===== src/hw/rtl/assert_macros.svh =====
// ----------------------------------------------------------------------------
// assert_macros
// Assertion helpers for the RTL files.
// ----------------------------------------------------------------------------
`ifndef ASSERT_MACROS_SVH
`define ASSERT_MACROS_SVH

// Property checked on the rising clock edge, off while reset is high.
`define ASSERT_CLK(lbl, clk, rst, prop, msg) \
   lbl: assert property (@(posedge clk) disable iff (rst) (prop)) else $error(msg);

// Same, on the project clock and reset names.
`define ASSERT_STD(lbl, prop, msg) `ASSERT_CLK(lbl, clock, reset, prop, msg)

`endif


===== src/hw/rtl/nmp_pkg.sv =====
// ----------------------------------------------------------------------------
// nmp_pkg
// Types and fixed constants of the normal map perturb pipeline.
// ----------------------------------------------------------------------------
`timescale 1ns / 1ps
`default_nettype none
package nmp_pkg;
   localparam int TEXEL_BITS = 8;
   localparam int COMP_BITS  = 16;
   localparam int WEIGHT_BITS = 10;
   localparam int PROD_BITS  = 26;
   localparam int P_BITS     = 26;
   localparam int PSQ_BITS   = 50;
   localparam int LEN2_BITS  = 52;
   localparam int MAG_BITS   = 16;
   localparam int WEIGHT_BIAS = 255;

   typedef logic [2:0][COMP_BITS-1:0] vec_type;
   typedef logic [2:0][P_BITS-1:0]    pvec_type;
   typedef logic [2:0][PSQ_BITS-1:0]  psq_type;

   typedef struct packed {
      logic       valid;
      logic       degen;
      logic [2:0] neg;
   } ctl_type;
endpackage
`default_nettype wire


===== src/hw/rtl/nmp_bit_step.sv =====
// ----------------------------------------------------------------------------
// nmp_bit_step
// One magnitude bit of the rounded normalization, all three axes.
// Keeps S = k^2*L and T = k*L with k = 2m-1, updated by shifts and adds.
// ----------------------------------------------------------------------------
`timescale 1ns / 1ps
`default_nettype none
module nmp_bit_step #(
   parameter int W  = 89,
   parameter int MB = 16,
   parameter int J  = 0
) (
   input  logic                  clock,
   input  logic                  reset,
   input  nmp_pkg::ctl_type      ctl_in,
   input  logic [W-1:0]          len2_in,
   input  logic [2:0][W-1:0]     s_in,
   input  logic [2:0][W-1:0]     t_in,
   input  logic [2:0][W-1:0]     r_in,
   input  logic [2:0][MB-1:0]    m_in,
   output nmp_pkg::ctl_type      ctl_out,
   output logic [W-1:0]          len2_out,
   output logic [2:0][W-1:0]     s_out,
   output logic [2:0][W-1:0]     t_out,
   output logic [2:0][W-1:0]     r_out,
   output logic [2:0][MB-1:0]    m_out
);
   import nmp_pkg::*;

   ctl_type ctl_ff;
   logic [W-1:0] len2_ff;
   logic [2:0][W-1:0] s_ff, s_in2, t_ff, t_in2, r_ff;
   logic [2:0][MB-1:0] m_ff, m_in2;
   logic [W-1:0] s_cand;
   logic ok;

   always_comb begin
      for (int ax = 0; ax < 3; ax++) begin
         s_cand = W'($signed(s_in[ax]) + ($signed(t_in[ax]) <<< (J + 2))
                     + $signed(len2_in << (2 * J + 2)));
         ok = ((J == MB - 1) || !m_in[ax][MB-1])
              && ($signed(s_cand) <= $signed(r_in[ax]));
         s_in2[ax] = ok ? s_cand : s_in[ax];
         t_in2[ax] = ok ? W'(t_in[ax] + (len2_in << (J + 1))) : t_in[ax];
         m_in2[ax] = ok ? (m_in[ax] | (MB'(1) << J)) : m_in[ax];
      end
   end

   always_ff @(posedge clock) begin
      if (reset) begin
         ctl_ff.valid <= 1'b0;
      end else begin
         ctl_ff.valid <= ctl_in.valid;
      end
      ctl_ff.degen <= ctl_in.degen;
      ctl_ff.neg   <= ctl_in.neg;
      len2_ff <= len2_in;
      s_ff <= s_in2;
      t_ff <= t_in2;
      r_ff <= r_in;
      m_ff <= m_in2;
   end

   assign ctl_out  = ctl_ff;
   assign len2_out = len2_ff;
   assign s_out    = s_ff;
   assign t_out    = t_ff;
   assign r_out    = r_ff;
   assign m_out    = m_ff;
endmodule
`default_nettype wire


===== config.mk =====
export PLATFORM = sky130hd
export DESIGN_NAME = nmp_bit_step
export DESIGN_NICKNAME = d
export VERILOG_FILES = /design/src/hw/rtl/assert_macros.svh /design/src/hw/rtl/nmp_pkg.sv /design/src/hw/rtl/nmp_bit_step.sv
export SDC_FILE = /design/constraint.sdc
export NUM_CORES = 2
export LEC_CHECK = 0
export BUFFER_PORTS_ARGS = -buffer_cell sky130_fd_sc_hd__buf_2
export CAP_MARGIN = 5
export CORE_AREA = 3 3 728 730
export DETAILED_ROUTE_END_ITERATION = 16
export DIE_AREA = 0 0 731 733
export REMOVE_ABC_BUFFERS = 1
export SLEW_MARGIN = 5
export SYNTH_ARGS = -nofsm -noshare
export SYNTH_HDL_FRONTEND = slang
export SYNTH_SLANG_ARGS = --single-unit

===== constraint.sdc =====
create_clock -name clock -period 7.35 [get_ports clock]
set_input_delay 0.3675 -clock clock [delete_from_list [all_inputs] [get_ports clock]]
set_output_delay 0.3675 -clock clock [all_outputs]
set_load 0.05 [all_outputs]

Word level (Yosys, flattened, before mapping)
Index checks and enable logic that the tools add are counted.
W data, S select, Z words.
{ "totals": {"regBits": 943, "latchBits": 0, "ram_bits": 0, "rom_bits": 0, "output_inout_bits": 943, "n_memories": 0} }
{ "classes": {"n_addsub": 9, "n_mul": 0, "div_mod_pow": 0, "magnitude_cmp": 3, "n_eq_ne": 0, "shifts": 0, "mux": 6, "n_bitwise": 0, "reduce_logical": 6} }
{ "ops": {"columns": ["op", "n"], "rows": [
  ["$add A89 B89 Y89", 9],
  ["$mux W89", 6],
  ["$le A89 B89 Y1", 3],
  ["$logic_and A1 B1 Y1", 3],
  ["$logic_not A1 Y1", 3]
]} }

Logic depth before layout (Yosys ltp)
{ "logic_depth": {"ltp_word": 5, "ltp_mapped": 32} }

Worst setup path before layout
Ideal clock, no wire load.
{ "synth_timing": {"path_kind": "input -> register", "start": "in len2_in[1]", "end": "reg s_ff, in the netlist s_out[48]", "setup_time_ns": 0.121, "t_arrival_ns": 7.005, "required_time_ns": 7.229, "slack_ns": 0.224, "stages": 26, "cell_sequence": "inv_1 -> fa_1 -> inv_1 -> ha_1 -> fa_1 -> a211oi_1 -> o21bai_1 -> a211o_1 -> o22ai_1 -> o31ai_1 -> a31o_2 -> a21oi_2 -> o21ai_1 -> a221oi_1 -> o211a_1 -> o211ai_1 -> ha_1 -> nand4_1 -> nor4_1 -> nand2_1 -> o41ai_1 -> a31oi_1 -> o31ai_1 -> clkbuf_1 -> buf_2 -> mux2_2"} }
{ "synth_rtl": {"columns": ["element", "line", "rtl"], "rows": [
  ["from (decl)", "nmp_bit_step.sv:16", "input logic [W-1:0] len2_in,"],
  ["to (signal assigned)", "nmp_bit_step.sv:58", "s_ff <= s_in2;"],
  ["to (decl)", "nmp_bit_step.sv:32", "logic [2:0][W-1:0] s_ff, s_in2, t_ff, t_in2, r_ff;"]
]} }

==> flow_metrics.py <==
metrics = {
    "timing": {
        "fmax_mhz": 137,
        "setup_slack_ns": 0.0513,
        "slew-limit-headroom_pct": 17.1,
        "tightest_slew_ns": 1.24,
        "min_period_ns": 7.30,
        "tns_ns": 0,
        "finalHoldViolations": 2,
        "setup_viol": 0,
        "post-route-period-util_pct": 99.3,
        "whs_ns": -0.262,
        "slew_violations": 0,
    },
    "worst_setup_path": {
        "worstSetupStartpoint": "s_in[105]",
        "cp.required_ns": 8.09,
        "worstSetupPathType": "in2reg",
        "start_kind": "input port",
        "crit_cells": 34,
        "cpPeakStageDelay_ns": 0.58,
        "crit_fanout": 7,
        "cp_common_cell": "buf_4",
        "end_kind": "register",
        "crit_buf_inv": 11,
        "crit_end": "t_out[142]",
        "critPathSlowestCell": "fa_2",
        "crit_family": "compound AO/OA/AOI/OAI gates",
        "arrival_ns": 8.03,
    },
    "final_layout": {
        "layout_common_cells": "buf_2 (1883), dfxtp_1 (943), dlygate4sd3_1 (913)",
        "postLayoutCellArea_mm2": 0.108,
        "drive_above_1_share_pct": 31.0,
        "final_util_pct": 20.7,
        "area_growth_pct": 59.3,
        "layout.nets": 13300,
        "final_common_cell": "buf_2",
    },
    "yosys": {
        "synth_warnings": 0,
        "ys_seq_area_share_pct": 27.7,
        "yosysUniqueCellTypes": 91,
        "synth_seq_cells": 943,
        "syn_area_per_cell_um2": 8.88,
        "syn_area_mm2": 0.0681,
        "synthFlopType": "dfxtp_1",
        "syn_inst": 7663,
        "synthArstFlopShare_pct": 0,
        "synth-edff-count": 0,
    },
    "place": {
        "dpl_worst_slack_ns": -1.19,
        "hpwl_um": 547000,
        "port_buffers": 1887,
        "place_area_mm2": 0.0932,
        "gp_congestion": 1.01,
    },
    "clock_network": {
        "numCtsBuffers": 143,
        "clk_pin_slew_ns": 0.06,
        "clock_path_buffers": 4,
        "h-tree-depth": 4,
        "cts_tree": "built",
        "ctsHoldBuffers": 922,
        "cts-root-buf": "clkbuf_16",
        "clock-sinks": 943,
    },
    "floorplanning": {
        "die_h_um": 733,
        "core_mm2": 0.524,
        "die_x_um": 731,
        "die_area_mm2": 0.536,
        "start_util_pct": 13.0,
        "core.rowCount": 266,
        "ioPinCount": 1888,
    },
    "route": {
        "drtAntennaViolNets": 0,
        "viasPerCell": 4.19,
        "wl_per_cell_um": 33.3,
        "first_iter_violations": 6922,
        "vias": 77700,
        "drt_wl_total_um": 617000,
        "drtPass1Iterations": 6,
        "drc_errors": 0,
    },
    "pwr": {
        "p_leak_nw": 49.8,
        "ir_drop_mv": 0.220,
        "powerDensity_mw_per_mm2": 331,
    },
    "grt": {
        "grt_util_all_layers_pct": 22.0,
        "antenna_found_initial": 317,
        "grt_pass1_wl_um": 773000,
        "grt_pass1_vias": 75500,
        "grt_max_degree": 32,
        "overflow": 0,
    },
    "run": {
        "drv_cap": 0,
    },
    "status": {
        "status": "finished, violations left",
        "violations": "negative hold slack",
    },
    "hold_path": {
        "worstHoldPathType": "in2reg",
    },
}
[kinds of logic after synthesis]
| group | after synthesis | share of synthesized area, % |
|---|---|---|
| compound gates | 2312 | 21.3 |
| xor+xnor | 504 | 6.48 |
| fa+ha+maj | 1047 | 22.2 |
| buf+inv | 752 | 4.22 |
| flops | 943 | 27.7 |
| mux | 351 | 5.80 |
| simple gates | 1754 | 12.3 |
[worst min path at each step]
stage,from,cells after the start,to
floorplan,ctl_in[0],0,ctl_out[0]
global placement,m_in[43],1,m_out[43]
detailed placement,m_in[5],1,m_out[5]
CTS,s_in[91],2,s_out[91]
global route,s_in[91],2,s_out[91]
finish,s_in[91],2,s_out[91]
[per-stage QoR]
step	power (W)	cells
floorplan	0.0187	7357
global placement	0.0277	17200
detailed placement	0.0277	17200
CTS	0.0359	18300
global route	0.0376	18400
finish	0.0359	18500
[where the power goes]
part	total (W)	internal, W	leakage [nW]	switching (W)
sequential	0.00713	0.00639	7.96	0.000746
combinational	0.0214	0.00678	39.5	0.0146
clock	0.00738	0.00430	2.35	0.00308
[cell usage after synthesis (49+ instances only)]
cell,number,area share [%]
a211oi_1,51,0.56
a21o_1,422,4.7
a21oi_1,736,5.4
a31oi_1,53,0.49
and3_1,50,0.46
clkbuf_1,262,1.4
dfxtp_1,943,28
fa_1,264,7.8
ha_1,783,14
inv_1,446,2.5
mux2_2,302,5.0
nand2_1,611,3.4
nand2b_1,49,0.45
nand3_1,118,0.87
nand4_1,233,2.1
nor2_1,358,2.0
nor2b_1,59,0.54
nor3_1,107,0.79
o21a_1,69,0.76
o21ai_0,468,3.4
o21ai_1,61,0.45
o21bai_1,142,1.6
xnor2_1,290,3.7
xor2_1,214,2.8
[registers in the layout, indices dropped and copies added (netlist names)]
| register | cells |
|---|---|
| t_out | 267 |
| len2_out | 89 |
| ctl_out | 5 |
| r_out | 267 |
| m_out | 48 |
| s_out | 267 |
[layer usage]
layer / up-vias / routed length (um) / track usage (%)
met1: 37500 / 232000 / 24.9
li1: 35100 / - / -
met4: 124 / 43100 / 12.4
met3: 1007 / 66200 / 8.13
met5: - / 764 / 0
met2: 3951 / 275000 / 35.3
[what timing repair did]
action / in CTS / in global routing
gates cloned: 0 / 4
resized for setup: 8 / 107
buffers inserted: 0 / 19
hold endpoints to repair: 922 / 2
setup endpoints to repair: 371 / 527
pin swaps: 1 / 28
[cell type report]
| class | count | area [um^2] |
|---|---|---|
| Multi-Input combinational cell | 5968 | 46800 |
| Fill cell | 58200 | 416000 |
| Clock buffer | 178 | 3930 |
| Sequential cell | 943 | 18900 |
| Inverter | 446 | 1680 |
| Tap cell | 6968 | 8720 |
| Timing Repair Buffer | 3799 | 27100 |
| Antenna cell | 163 | 408 |
| Clock inverter | 70 | 881 |
Power figures use the tool's default switching activity.
